File: src/rtl/ckv_pkg.sv
// Shared types, constants and functions of the checkpoint frame verifier.
package ckv_pkg;

    // Parser phases of the front part.
    typedef enum logic [2:0] {
        PH_MAGIC   = 3'd0,
        PH_HEADER  = 3'd1,
        PH_NAME    = 3'd2,
        PH_PAYLOAD = 3'd3,
        PH_DONE    = 3'd4
    } t_phase;

    // Verdict codes as they appear on the result port.
    typedef enum logic [2:0] {
        V_OK           = 3'd0,
        V_BAD_MAGIC    = 3'd1,
        V_SHORT_HEADER = 3'd2,
        V_BAD_VERSION  = 3'd3,
        V_TRUNCATED    = 3'd4,
        V_CRC_MISMATCH = 3'd5
    } t_verdict;

    // Kind of a result word.
    typedef enum logic {
        KIND_PAYLOAD = 1'b0,
        KIND_VERDICT = 1'b1
    } t_kind;

    // Command passed from the front part to the back part. A command holds an
    // optional payload byte followed by an optional verdict; at least one is set.
    typedef struct packed {
        logic        has_pay;
        logic [7:0]  pay_byte;
        logic        has_verd;
        logic        verd_crc;   // Verdict comes from the CRC comparison.
        t_verdict    verd_code;  // Fixed verdict when verd_crc is low.
        logic [31:0] exp_crc;
    } t_cmd;

    // Command queue geometry.
    localparam int CMD_DEPTH = 4;
    localparam int CMD_PTR_W = $clog2(CMD_DEPTH);
    localparam int CMD_CNT_W = $clog2(CMD_DEPTH + 1);

    // Header layout, byte offsets after the magic.
    localparam int          IDX_W        = 5;
    localparam logic [4:0]  MAGIC_LAST   = 5'd3;
    localparam logic [4:0]  HDR_VER_END  = 5'd2;
    localparam logic [4:0]  HDR_NAME_END = 5'd4;
    localparam logic [4:0]  HDR_TS_END   = 5'd12;
    localparam logic [4:0]  HDR_CRC_END  = 5'd16;
    localparam logic [4:0]  HDR_LAST     = 5'd23;
    localparam logic [15:0] VERSION_ONE  = 16'd1;

    // CRC-32 constants, reflected IEEE polynomial.
    localparam logic [31:0] CRC_POLY = 32'hEDB88320;
    localparam logic [31:0] CRC_INIT = 32'hFFFFFFFF;
    localparam logic [31:0] CRC_XOR  = 32'hFFFFFFFF;

    // Expected magic byte at a given position of the string "CKPT".
    function automatic logic [7:0] magic_byte(input logic [1:0] pos);
        logic [7:0] m;
        unique case (pos)
            2'd0: m = 8'h43;
            2'd1: m = 8'h4B;
            2'd2: m = 8'h50;
            default: m = 8'h54;
        endcase
        return m;
    endfunction

    // One byte step of the reflected CRC-32.
    function automatic logic [31:0] crc_byte(input logic [31:0] crc, input logic [7:0] b);
        logic [31:0] c;
        c = crc ^ {24'd0, b};
        for (int k = 0; k < 8; k++) begin
            c = (c >> 1) ^ (CRC_POLY & {32{c[0]}});
        end
        return c;
    endfunction

endpackage

File: src/rtl/checkpoint_frame_verifier_unit.sv
// Top level of the checkpoint frame verifier.
//
//  Channel  | Handshake          | Words
//  ---------+--------------------+---------------------------------------------
//  input    | push / full        | file_byte, byte_valid, end_of_file
//  result   | empty / pop        | result_kind, payload_byte, verdict, last
//
// One input word is taken per cycle while the four-entry command queue has room.
// Each input word yields up to two result words (payload byte, then verdict); the
// back part emits one result word per cycle unless its result word waits for pop.
// Result words are registered from the head command into a register on the ports.
// Reset is synchronous and active low and leaves both queues empty.
// A stalled result side fills the command queue, after which full rises.
module checkpoint_frame_verifier_unit (
    input  logic       i_clk,
    input  logic       i_rst_n,
    input  logic       push,
    output logic       full,
    input  logic [7:0] i_file_byte,
    input  logic       i_byte_valid,
    input  logic       i_end_of_file,
    output logic       empty,
    input  logic       pop,
    output logic       o_result_kind,
    output logic [7:0] o_payload_byte,
    output logic [2:0] o_verdict,
    output logic       o_last
);
    import ckv_pkg::*;

    logic w_cmd_push;
    t_cmd w_cmd_in;
    logic w_cmd_empty;
    t_cmd w_cmd_out;
    logic w_cmd_pop;

    // Parser and classifier.
    ckv_front u_front (
        .i_clk         (i_clk),
        .i_rst_n       (i_rst_n),
        .i_push        (push),
        .i_full        (full),
        .i_file_byte   (i_file_byte),
        .i_byte_valid  (i_byte_valid),
        .i_end_of_file (i_end_of_file),
        .o_cmd_push    (w_cmd_push),
        .o_cmd         (w_cmd_in)
    );

    // Command queue.
    ckv_cmd_fifo u_fifo (
        .i_clk   (i_clk),
        .i_rst_n (i_rst_n),
        .i_push  (w_cmd_push),
        .i_cmd   (w_cmd_in),
        .o_full  (full),
        .i_pop   (w_cmd_pop),
        .o_empty (w_cmd_empty),
        .o_cmd   (w_cmd_out)
    );

    // CRC and result stage.
    ckv_back u_back (
        .i_clk          (i_clk),
        .i_rst_n        (i_rst_n),
        .i_cmd_valid    (!w_cmd_empty),
        .i_cmd          (w_cmd_out),
        .o_cmd_pop      (w_cmd_pop),
        .i_pop          (pop),
        .o_empty        (empty),
        .o_result_kind  (o_result_kind),
        .o_payload_byte (o_payload_byte),
        .o_verdict      (o_verdict),
        .o_last         (o_last)
    );

endmodule

File: src/rtl/ckv_front.sv
// Front part: parses the file stream and turns each word that yields a payload byte or a verdict into a command.
module ckv_front (
    input  logic          i_clk,
    input  logic          i_rst_n,
    input  logic          i_push,
    input  logic          i_full,
    input  logic [7:0]    i_file_byte,
    input  logic          i_byte_valid,
    input  logic          i_end_of_file,
    output logic          o_cmd_push,
    output ckv_pkg::t_cmd o_cmd
);
    import ckv_pkg::*;

    t_phase             r_phase, n_phase, s_phase;
    logic [IDX_W-1:0]   r_idx, n_idx, s_idx;
    logic [15:0]        r_ver, n_ver, s_ver;
    logic [15:0]        r_name, n_name, s_name;
    logic [31:0]        r_exp, n_exp, s_exp;
    logic [63:0]        r_pay, n_pay, s_pay;
    logic               w_take;
    logic               w_byte;
    logic               w_eof;
    logic               w_magic_ok;
    t_cmd               w_cmd;

    // A pushed word is taken whenever the command queue has room.
    assign w_take     = i_push && !i_full;
    assign w_byte     = w_take && i_byte_valid;
    assign w_eof      = w_take && i_end_of_file;
    assign w_magic_ok = (i_file_byte == magic_byte(r_idx[1:0]));

    // State after the byte of this word has been parsed.
    always_comb begin
        s_phase = r_phase;
        s_idx   = r_idx;
        s_ver   = r_ver;
        s_name  = r_name;
        s_exp   = r_exp;
        s_pay   = r_pay;
        if (w_byte) begin
            unique case (r_phase)
                PH_MAGIC: begin
                    if (!w_magic_ok) begin
                        s_phase = PH_DONE;
                    end else if (r_idx == MAGIC_LAST) begin
                        s_idx   = '0;
                        s_phase = PH_HEADER;
                    end else begin
                        s_idx = r_idx + IDX_W'(1);
                    end
                end
                PH_HEADER: begin
                    if (r_idx < HDR_VER_END) begin
                        s_ver[{r_idx[0], 3'b000} +: 8] = i_file_byte;
                    end else if (r_idx < HDR_NAME_END) begin
                        s_name[{r_idx[0], 3'b000} +: 8] = i_file_byte;
                    end else if (r_idx < HDR_TS_END) begin
                        s_ver = r_ver;  // Timestamp bytes are skipped.
                    end else if (r_idx < HDR_CRC_END) begin
                        s_exp[{r_idx[1:0], 3'b000} +: 8] = i_file_byte;
                    end else begin
                        s_pay[{r_idx[2:0], 3'b000} +: 8] = i_file_byte;
                    end
                    if (r_idx == HDR_LAST) begin
                        s_idx = '0;
                        if (s_ver != VERSION_ONE) begin
                            s_phase = PH_DONE;
                        end else if (s_name != '0) begin
                            s_phase = PH_NAME;
                        end else if (s_pay != '0) begin
                            s_phase = PH_PAYLOAD;
                        end else begin
                            s_phase = PH_DONE;
                        end
                    end else begin
                        s_idx = r_idx + IDX_W'(1);
                    end
                end
                PH_NAME: begin
                    s_name = r_name - 16'd1;
                    if (s_name == '0) begin
                        s_phase = (r_pay != '0) ? PH_PAYLOAD : PH_DONE;
                    end
                end
                PH_PAYLOAD: begin
                    s_pay = r_pay - 64'd1;
                    if (s_pay == '0) begin
                        s_phase = PH_DONE;
                    end
                end
                default: begin
                    s_phase = r_phase;
                end
            endcase
        end
    end

    // Next state: end of file returns the parser to its reset state.
    always_comb begin
        if (w_eof) begin
            n_phase = PH_MAGIC;
            n_idx   = '0;
            n_ver   = '0;
            n_name  = '0;
            n_exp   = '0;
            n_pay   = '0;
        end else begin
            n_phase = s_phase;
            n_idx   = s_idx;
            n_ver   = s_ver;
            n_name  = s_name;
            n_exp   = s_exp;
            n_pay   = s_pay;
        end
    end

    // Command for the back part: a payload byte and/or a verdict.
    always_comb begin
        w_cmd          = '0;
        w_cmd.exp_crc  = s_exp;
        w_cmd.pay_byte = i_file_byte;
        if (w_byte) begin
            unique case (r_phase)
                PH_MAGIC: begin
                    if (!w_magic_ok) begin
                        w_cmd.has_verd  = 1'b1;
                        w_cmd.verd_code = V_BAD_MAGIC;
                    end
                end
                PH_HEADER: begin
                    if (r_idx == HDR_LAST) begin
                        if (s_ver != VERSION_ONE) begin
                            w_cmd.has_verd  = 1'b1;
                            w_cmd.verd_code = V_BAD_VERSION;
                        end else if (s_name == '0 && s_pay == '0) begin
                            w_cmd.has_verd = 1'b1;
                            w_cmd.verd_crc = 1'b1;
                        end
                    end
                end
                PH_NAME: begin
                    if (s_name == '0 && r_pay == '0) begin
                        w_cmd.has_verd = 1'b1;
                        w_cmd.verd_crc = 1'b1;
                    end
                end
                PH_PAYLOAD: begin
                    w_cmd.has_pay = 1'b1;
                    if (s_pay == '0) begin
                        w_cmd.has_verd = 1'b1;
                        w_cmd.verd_crc = 1'b1;
                    end
                end
                default: begin
                    w_cmd.has_pay = 1'b0;
                end
            endcase
        end
        // End of file forces a verdict unless one has been given already.
        if (w_eof && s_phase != PH_DONE) begin
            w_cmd.has_verd = 1'b1;
            unique case (s_phase)
                PH_MAGIC:   w_cmd.verd_code = V_BAD_MAGIC;
                PH_HEADER:  w_cmd.verd_code = V_SHORT_HEADER;
                PH_NAME: begin
                    if (s_pay != '0) begin
                        w_cmd.verd_code = V_TRUNCATED;
                    end else begin
                        w_cmd.verd_crc = 1'b1;
                    end
                end
                default:    w_cmd.verd_code = V_TRUNCATED;
            endcase
        end
    end

    assign o_cmd      = w_cmd;
    assign o_cmd_push = w_take && (w_cmd.has_pay || w_cmd.has_verd);

    // Parser registers.
    always_ff @(posedge i_clk) begin
        if (!i_rst_n) begin
            r_phase <= PH_MAGIC;
            r_idx   <= '0;
            r_ver   <= '0;
            r_name  <= '0;
            r_exp   <= '0;
            r_pay   <= '0;
        end else begin
            r_phase <= n_phase;
            r_idx   <= n_idx;
            r_ver   <= n_ver;
            r_name  <= n_name;
            r_exp   <= n_exp;
            r_pay   <= n_pay;
        end
    end

endmodule

File: src/rtl/ckv_cmd_fifo.sv
// Short command queue between the front and the back part.
module ckv_cmd_fifo (
    input  logic          i_clk,
    input  logic          i_rst_n,
    input  logic          i_push,
    input  ckv_pkg::t_cmd i_cmd,
    output logic          o_full,
    input  logic          i_pop,
    output logic          o_empty,
    output ckv_pkg::t_cmd o_cmd
);
    import ckv_pkg::*;

    t_cmd                 r_mem [CMD_DEPTH];
    logic [CMD_PTR_W-1:0] r_wr_ptr, n_wr_ptr;
    logic [CMD_PTR_W-1:0] r_rd_ptr, n_rd_ptr;
    logic [CMD_CNT_W-1:0] r_count, n_count;
    logic                 w_wr;
    logic                 w_rd;

    assign o_full  = (r_count == CMD_CNT_W'(CMD_DEPTH));
    assign o_empty = (r_count == '0);
    assign o_cmd   = r_mem[r_rd_ptr];
    assign w_wr    = i_push && !o_full;
    assign w_rd    = i_pop && !o_empty;

    // Pointer and fill count update.
    always_comb begin
        n_wr_ptr = w_wr ? r_wr_ptr + CMD_PTR_W'(1) : r_wr_ptr;
        n_rd_ptr = w_rd ? r_rd_ptr + CMD_PTR_W'(1) : r_rd_ptr;
        n_count  = r_count;
        if (w_wr && !w_rd) begin
            n_count = r_count + CMD_CNT_W'(1);
        end else if (w_rd && !w_wr) begin
            n_count = r_count - CMD_CNT_W'(1);
        end
    end

    always_ff @(posedge i_clk) begin
        if (!i_rst_n) begin
            r_wr_ptr <= '0;
            r_rd_ptr <= '0;
            r_count  <= '0;
        end else begin
            r_wr_ptr <= n_wr_ptr;
            r_rd_ptr <= n_rd_ptr;
            r_count  <= n_count;
        end
    end

    // Queue storage.
    always_ff @(posedge i_clk) begin
        if (w_wr) begin
            r_mem[r_wr_ptr] <= i_cmd;
        end
    end

endmodule

File: src/rtl/ckv_back.sv
// Back part: runs the CRC, resolves verdicts and holds the result register.
module ckv_back (
    input  logic          i_clk,
    input  logic          i_rst_n,
    input  logic          i_cmd_valid,
    input  ckv_pkg::t_cmd i_cmd,
    output logic          o_cmd_pop,
    input  logic          i_pop,
    output logic          o_empty,
    output logic          o_result_kind,
    output logic [7:0]    o_payload_byte,
    output logic [2:0]    o_verdict,
    output logic          o_last
);
    import ckv_pkg::*;

    logic        r_valid, n_valid;
    logic        r_half, n_half;
    logic [31:0] r_crc, n_crc;
    t_kind       r_kind, n_kind;
    logic [7:0]  r_byte, n_byte;
    t_verdict    r_verdict, n_verdict;
    logic        r_last, n_last;
    logic        w_load;

    // The result register loads when it is free or being drained.
    assign w_load = !r_valid || i_pop;

    // Command execution: a payload byte first, then the verdict of the same command.
    always_comb begin
        o_cmd_pop = 1'b0;
        n_valid   = r_valid && !i_pop;
        n_half    = r_half;
        n_crc     = r_crc;
        n_kind    = r_kind;
        n_byte    = r_byte;
        n_verdict = r_verdict;
        n_last    = r_last;
        if (w_load && i_cmd_valid) begin
            n_valid = 1'b1;
            if (i_cmd.has_pay && !r_half) begin
                n_kind    = KIND_PAYLOAD;
                n_byte    = i_cmd.pay_byte;
                n_verdict = V_OK;
                n_last    = 1'b0;
                n_crc     = crc_byte(r_crc, i_cmd.pay_byte);
                if (i_cmd.has_verd) begin
                    n_half = 1'b1;
                end else begin
                    o_cmd_pop = 1'b1;
                end
            end else begin
                n_kind = KIND_VERDICT;
                n_byte = '0;
                n_last = 1'b1;
                if (i_cmd.verd_crc) begin
                    n_verdict = ((r_crc ^ CRC_XOR) == i_cmd.exp_crc) ? V_OK : V_CRC_MISMATCH;
                end else begin
                    n_verdict = i_cmd.verd_code;
                end
                // A verdict closes the file, so the CRC starts over.
                n_crc     = CRC_INIT;
                n_half    = 1'b0;
                o_cmd_pop = 1'b1;
            end
        end
    end

    // Control and CRC registers.
    always_ff @(posedge i_clk) begin
        if (!i_rst_n) begin
            r_valid <= 1'b0;
            r_half  <= 1'b0;
            r_crc   <= CRC_INIT;
        end else begin
            r_valid <= n_valid;
            r_half  <= n_half;
            r_crc   <= n_crc;
        end
    end

    // Result word register.
    always_ff @(posedge i_clk) begin
        r_kind    <= n_kind;
        r_byte    <= n_byte;
        r_verdict <= n_verdict;
        r_last    <= n_last;
    end

    assign o_empty        = !r_valid;
    assign o_result_kind  = r_kind;
    assign o_payload_byte = r_byte;
    assign o_verdict      = r_verdict;
    assign o_last         = r_last;

endmodule
File: config.mk
export PLATFORM = sky130hd
export DESIGN_NAME = checkpoint_frame_verifier_unit
export DESIGN_NICKNAME = d
export VERILOG_FILES = /design/src/rtl/ckv_pkg.sv /design/src/rtl/checkpoint_frame_verifier_unit.sv /design/src/rtl/ckv_front.sv /design/src/rtl/ckv_cmd_fifo.sv /design/src/rtl/ckv_back.sv
export SDC_FILE = /design/constraint.sdc
export NUM_CORES = 1
export LEC_CHECK = 0
export ABC_CLOCK_PERIOD_IN_PS = 12200
export BUFFER_PORTS_ARGS = -buffer_cell sky130_fd_sc_hd__buf_4
export CORE_AREA = 2 2 179 216
export DETAILED_ROUTE_END_ITERATION = 16
export DIE_AREA = 0 0 181 218
export GPL_TIMING_DRIVEN = 0
export PLACE_DENSITY = 0.71
export SYNTH_ARGS = -nofsm -noshare
export SYNTH_HDL_FRONTEND = slang
export SYNTH_HIERARCHICAL = 1
export SYNTH_SLANG_ARGS = --single-unit
File: constraint.sdc
create_clock -name i_clk -period 12.2 [get_ports i_clk]
set_input_delay 1.22 -clock i_clk [delete_from_list [all_inputs] [get_ports i_clk]]
set_output_delay 1.22 -clock i_clk [all_outputs]
set_load 0.05 [all_outputs]
======== Word level (Yosys, flattened, before mapping) ========
Memories as Yosys holds them, arrays and structs flattened. A register that Yosys moved wholly into a read port is not among the register bits.
Index checks and enable logic that the tools add are counted.
W data, S select, Z words.
storage, ports and cells
  memories ................................ 1
  register bits after elaboration ......... 189
  input port bits ......................... 14
  output and inout bits ................... 15
  RAM bits ................................ 184
  word-level logic and storage cells ...... 186
cells by class
  bitwise logic cells ..................... 11
  mux-type cells .......................... 81
  shifts and indexed selects .............. 6
  eq/ne operators ......................... 17
  $add $sub $neg .......................... 10
  order comparisons ....................... 4
  reductions and logical operators ........ 41
memory list
  name          depth  bits a word  rd ports  clocked after memory_dff  write ports  line                RTL
  u_fifo.r_mem  4      46           1         1                         1            ckv_cmd_fifo.sv:14  t_cmd r_mem [CMD_DEPTH];
operator list
  cell                      count
  $mux W64                  7
  $xor A31 B32 Y32          8
  $mux W32                  7
  $logic_not A64 Y1         3
  $reduce_bool A64 Y1       3
  $mux W16                  10
  $pmux W64 S2              1
  $bwmux W64                1
  $shift A8 B8 Y64 const A  1
  $shiftx A8 B8 Y64         1
  $sub A64 B1 Y64 const B   1
  $mux W3                   15
  $bwmux W16                2
  $bwmux W32                1
  $eq A32 B32 Y1            1
  $logic_not A16 Y1         2
  $ne A16 B1 Y1 const B     2
  $not A32 Y32              1
  $pmux W16 S2              1
  $shift A8 B7 Y32 const A  1
  $shiftx A8 B7 Y32         1
  $xor A32 B8 Y32           1
  $mux W5                   6
  $mux W1                   17
  other kinds (43)          76

======== Longest topological paths before layout ========
  depth after elaboration ................. 28
  gate-level depth with buffers ........... 24

======== Modules after synthesis ========
The synthesis kept the hierarchy.
modules (own cells, without submodules)
  module                          instances  cells an instance  seq. area each (sq um)  area each (sq um)
  ckv_front                       1          1,455              2,722.6                 10,303.6
  ckv_cmd_fifo                    1          288                5,705.5                 7,164.4
  ckv_back                        1          261                1,041.0                 2,914.0
  checkpoint_frame_verifier_unit  1          1                  0.0                     3.8

======== Worst setup path after synthesis ========
Ideal clock, no wire load.
  kind .................................... register to register
  start ................................... register u_front.r_idx[0]
  end ..................................... memory u_fifo/r_mem[0][0] (netlist bit), enable pin
  stages on the path, launching flop included .. 19
  library setup time ...................... 0.408 ns
  clock period less this slack ............ 6.028 ns
  setup slack ............................. 6.172 ns
  data arrival time ....................... 5.620 ns
  cells stage by stage .................... dfxtp_1 > clkbuf_1 > clkinv_1 > ha_1 > ha_1 > nor4bb_1 > nand4_1 > o22a_1 > o22ai_1 > a311o_1 > nand3_1 > or4_1 > or3_4 > nor4_4 > nand3_1 > nand3_1 > nor2b_1 > buf_2 > and2_1
between the ends
  cells in the longest elaborated chain, start to end .. 24
  elaborated cells between the ends (all ways) .. 71
RTL lines
  element                                                line                                  RTL
  start: declaration                                     ckv_front.sv:16                       logic [IDX_W-1:0] r_idx, n_idx, s_idx;
  start signal: assignment                               ckv_front.sv:192                      r_idx <= n_idx;
  $neg A6 Y8                                             ckv_front.sv:63                       s_pay[{r_idx[2:0], 3'b000} +: 8] = i_file_byte;
  $shiftx A8 B8 Y64 or $shift A8 B8 Y64 (tied branches)  ckv_front.sv:63
  $bwmux W64                                             ckv_front.sv:63
  $mux W64                                               ckv_front.sv:60                       end else if (r_idx < HDR_CRC_END) begin
  $mux W64                                               ckv_front.sv:58                       end else if (r_idx < HDR_TS_END) begin
  $mux W64                                               ckv_front.sv:56                       end else if (r_idx < HDR_NAME_END) begin
  $mux W64                                               ckv_front.sv:54                       if (r_idx < HDR_VER_END) begin
  $mux W64                                               ckv_front.sv:42                       unique case (r_phase)
  (+10 left out)                                         --
  $mux W5 (*)                                            ckv_front.sv:161                      if (w_eof && s_phase != PH_DONE) begin
  $logic_or A1 B1 Y1 (*)                                 ckv_front.sv:179                      assign o_cmd_push = w_take && (w_cmd.has_pay || w_cmd.has_verd);
  $logic_and A1 B1 Y1 (*)                                ckv_front.sv:179
  via w_cmd_push                                         checkpoint_frame_verifier_unit.sv:31  logic w_cmd_push;
  $logic_and A1 B1 Y1 (*)                                ckv_cmd_fifo.sv:24                    assign w_wr = i_push && !o_full;
  via u_fifo.w_wr                                        ckv_cmd_fifo.sv:18                    logic w_wr;
  $mux W1 (*)                                            ckv_cmd_fifo.sv:53                    if (w_wr) begin
  $mux W1 (implied by the code) (*)                      ckv_cmd_fifo.sv:54                    r_mem[r_wr_ptr] <= i_cmd;
  end: declaration                                       ckv_cmd_fifo.sv:14
Mark *: on every way through the listed nets, which the timed path passes. The rest lies on a longest branch. The select of a mux whose other input is x is not followed.

======== Worst setup path after layout ========
  start ................................... register u_front.r_idx[0]
  end ..................................... register u_fifo.r_count[2]
between the ends
  cells in the longest elaborated chain, start to end .. 25
  elaborated cells between the ends (all ways) .. 74
RTL lines
  element                                                line                                  RTL
  $neg A6 Y8                                             ckv_front.sv:63
  $shiftx A8 B8 Y64 or $shift A8 B8 Y64 (tied branches)  ckv_front.sv:63
  $bwmux W64                                             ckv_front.sv:63
  $mux W64                                               ckv_front.sv:60
  $mux W64                                               ckv_front.sv:58
  $mux W64                                               ckv_front.sv:56
  $mux W64                                               ckv_front.sv:54
  $mux W64                                               ckv_front.sv:42
  (+11 left out)                                         --
  $logic_or A1 B1 Y1 (*)                                 ckv_front.sv:179
  $logic_and A1 B1 Y1 (*)                                ckv_front.sv:179
  via w_cmd_push                                         checkpoint_frame_verifier_unit.sv:31
  $logic_and A1 B1 Y1 (*)                                ckv_cmd_fifo.sv:24
  via u_fifo.w_wr                                        ckv_cmd_fifo.sv:18
  $logic_not A1 Y1                                       ckv_cmd_fifo.sv:34                    end else if (w_rd && !w_wr) begin
  $logic_and A1 B1 Y1                                    ckv_cmd_fifo.sv:34
  $reduce_bool A2 Y1 (no source line)                    --
  end signal: assignment                                 ckv_cmd_fifo.sv:47                    r_count <= n_count;
  end: declaration                                       ckv_cmd_fifo.sv:17                    logic [CMD_CNT_W-1:0] r_count, n_count;
Marks and branches as above.
A chain may end at the register's enable or synchronous reset.

==> qor.csv <==
metric,value,unit
setup_tns,0,ns
Worst Max-Slew Pin Slew,1.54,ns
Setup WS pre-CTS,4.26,ns
"most common cell after layout, fill and taps aside",nand2_1,
compound-gate portion of the synthesized area,0.127,
DIE HEIGHT,218,um
crit path launch type,flip-flop,
CTS tree,built,
starting density of the core,0.544,
Placement Cell Area,0.0213,sq mm
Area Growth Syn to Fin,11.4,%
min Tclk post-route,8.26,ns
Rows,78,
Inserted Clock Buffers,41,
power share of the sequential group,0.326,
GRT Total Usage,0.378,
final setup fails,0,
fin area,0.0227,sq mm
r2r endpoint,u_fifo/r_count[2],
Congestion Overflow GR,0,
Fillers,3192,
DP HPWL,54.0,mm
routed vias,17338,
GPL Wtd Cong,1.01,
final hold violations,0,
H-tree Lvls,2,
Worst VDD drop,0.000203,V
post-synthesis adder-cell area fraction,0.0114,
first-pass GRT wire length,110,mm
mapped cell area,0.0204,sq mm
Gate Count Post-Synth,2005,
Die W,181,um
layout cells sized above 1,0.101,
Post-CTS Setup Bufs,0,
first-pass detailed-route iteration total,6,
clock skew,0.0164,ns
relative slew slack,-0.0316,
Sw Pwr,1700,uW
Yosys reg bits,375,
mux contribution to synthesized area,0.0672,
"Slew Viols, Final",5,
status,"complete, but fails checks",
Worst-path clk slew,0.06,ns
violations in the final reports,"capacitance limit, slew limit",
crit path kind,flip-flop to flip-flop,
Multi-input gate area,0.0101,sq mm
Critical Path Fanout Max,11,
static leakage,0.00806,uW
largest family of logic cells by synthesized area,simple AND/OR/NAND/NOR gates,
largest area contributor in the netlist,edfxtp_1,
die area,0.0395,sq mm
CTS root buffer,clkbuf_16,
Power Density,219,mW/mm^2
internal power,3270,uW
Synth area leaders,"edfxtp_1, dfxtp_1, mux4_2",
largest net degree at the start of global routing,35,
Logic pwr share,0.409,
MaxCap Viol Count,1,
Hold Startpoint,u_front/r_ver[3],
Critical Path AT,8.73,ns
vias in the first global route,17139,
IO Pins,29,
clock tree buffer depth,3,
IO buf count,24,
cells on worst reg2reg path,22,
post-route ant nets,0,
RSZ-0062 raised after global routing,false,
switching share of power,0.343,
Mapped Avg Cell Area,10.2,sq um
post-route clock period utilization,0.677,
"Primary FF master, synth",edfxtp_1,
DRC violations left,0,
Synth Area in XOR/XNOR,0.0817,
register area share after synthesis,0.464,
Routed WL,74.6,mm
Wirelength per Cell,28.8,um
Clock Power Share,0.265,
Fmax,0.121,GHz
CTS resizes,0,
detailed router's first-iteration violation count,2030,
min setup slack post-route,3.94,ns
CORE AREA,0.0375,sq mm
top-area cell type share of the netlist area,0.289,
number of synthesized flops with an enable pin,196,
most frequent cells in the layout,"nand2_1, edfxtp_1, nor2_1",
initial antenna violation count,1,
yosys warns,6,
hold-critical path endpoint,u_front/r_ver[3],
FF/Latch Area,0.00947,sq mm
Synth async-reset ratio,0,
CP Data Required Time,12.67,ns
count of different cell masters after synthesis,99,
area share of and/or/nand/nor cells after synthesis,0.209,
hold_buf cts,0,
reg2reg start,u_front/r_idx[0],
Hold Path Depth,2,
critical path capture point type,flip-flop,
hold crit path type,flip-flop to flip-flop,
Nets,2111,
vias per cell,6.69,
FF-to-FF setup slack,3.94,ns
Clock Sinks,375,
clk_lat worst skew,0.56,ns
synthesized net count,2037,
==> how the worst max path moves through the flow <==
stage / from / endpoint
5_1_grt: u_front/r_idx[0] / u_fifo/r_count[2]
3_5_place_dp: u_front/r_idx[0] / u_fifo/r_count[2]
6_report: u_front/r_idx[0] / u_fifo/r_count[2]
3_3_place_gp: u_front/r_idx[0] / u_fifo/r_mem[1][15]
2_1_floorplan: u_front/r_idx[0] / u_fifo/r_mem[0][0]
4_1_cts: u_front/r_idx[0] / u_fifo/r_count[2]
==> through the flow <==
stage	hold slack [ns]	power (uW)	cells	util
2_1_floorplan	0.455	3160	2005	-
4_1_cts	0.492	4980	2591	0.606
3_3_place_gp	0.468	3620	2509	0.565
6_report	0.496	4970	2592	0.606
3_5_place_dp	0.479	3650	2516	0.568
5_1_grt	0.528	5180	2591	0.606
==> worst max-delay path, cell delays in order (launching register included) <==
cell       delay, ns
dfxtp_1         0.58
clkbuf_1        0.48
clkinv_1        0.47
ha_1            0.43
ha_1            0.41
nor4bb_1        0.95
nand2_1         0.56
o41ai_1         0.52
o2111ai_1       0.17
nor4_1          0.81
nand2_1         0.12
a211oi_1        0.36
o22ai_1         0.27
o31ai_1         0.37
nand3_1         0.17
nor2b_1         0.20
buf_2           0.22
ha_1            0.24
inv_1           0.08
fa_1            0.18
xor2_1          0.07
or3_1           0.30
a21boi_0        0.20
==> synth_stat cells, types with 23 or more instances <==
cell	n
xnor2_1	54
dfxtp_1	179
and2_1	27
a21oi_1	77
nand2_1	201
or3_1	23
clkbuf_1	117
nor3_1	67
xor2_1	54
inv_1	25
o22ai_1	37
mux4_2	45
nand4_1	46
o21ai_0	91
mux2i_1	24
edfxtp_1	196
nor2_1	185
nor4_1	59
nand3_1	46
nor2b_1	58
==> power by group through the flow <==
stage | Clock (uW) | Combinational [uW] | Sequential [uW]
floorplan | 0 | 1470 | 1690
global placement | 0 | 1970 | 1640
detailed placement | 0 | 2010 | 1650
CTS | 1330 | 2020 | 1620
global route | 1380 | 2160 | 1640
finish | 1320 | 2030 | 1620
==> metal layers <==
metal	part of all wire	vias up	global-route usage
met5	0	-	0
met1	0.36	8422	0.435
li1	-	7652	-
met2	0.48	943	0.637
met3	0.079	321	0.0713
met4	0.082	0	0.268
==> sequential cells by signal, indices dropped and copies added, names as in the netlist, named ones only <==
| name | flops |
|---|---|
| u_fifo/r_rd_ptr | 2 |
| u_back/o_payload_byte | 8 |
| u_front/r_exp | 32 |
| u_back/o_result_kind | 1 |
| u_front/r_phase | 3 |
| u_front/r_idx | 5 |
| u_back/r_valid | 1 |
| u_fifo/r_count | 3 |
| u_fifo/r_wr_ptr | 2 |
| u_back/o_verdict | 3 |
| u_back/r_half | 1 |
| u_back/r_crc | 32 |
| u_fifo/r_mem | 184 |
| u_front/r_pay | 64 |
| u_front/r_name | 16 |
| u_front/r_ver | 16 |
==> final cells by class <==
cell class,instances,area share
timing repair buffer,31,0.0122
clock buffer,54,0.0497
tap,480,0.0265
clock inverter,21,0.0129
multi-input combinational,1453,0.446
antenna,1,0.000110
inverter,28,0.00463
sequential,375,0.417
buffer,149,0.0308
==> cells by family (layout without fill, tap and decap cells) <==
| family | Yosys count | count (layout) |
|---|---|---|
| AO/OA/AOI/OAI | 392 | 392 |
| XOR/XNOR | 141 | 141 |
| adder cells (fa/ha/maj) | 18 | 18 |
| buffers and inverters | 177 | 283 |
| flip-flops | 375 | 375 |
| multiplexers | 78 | 78 |
| other | 0 | 1 |
| AND/OR/NAND/NOR | 824 | 824 |
No activity file was read; power rests on OpenSTA's default activity.
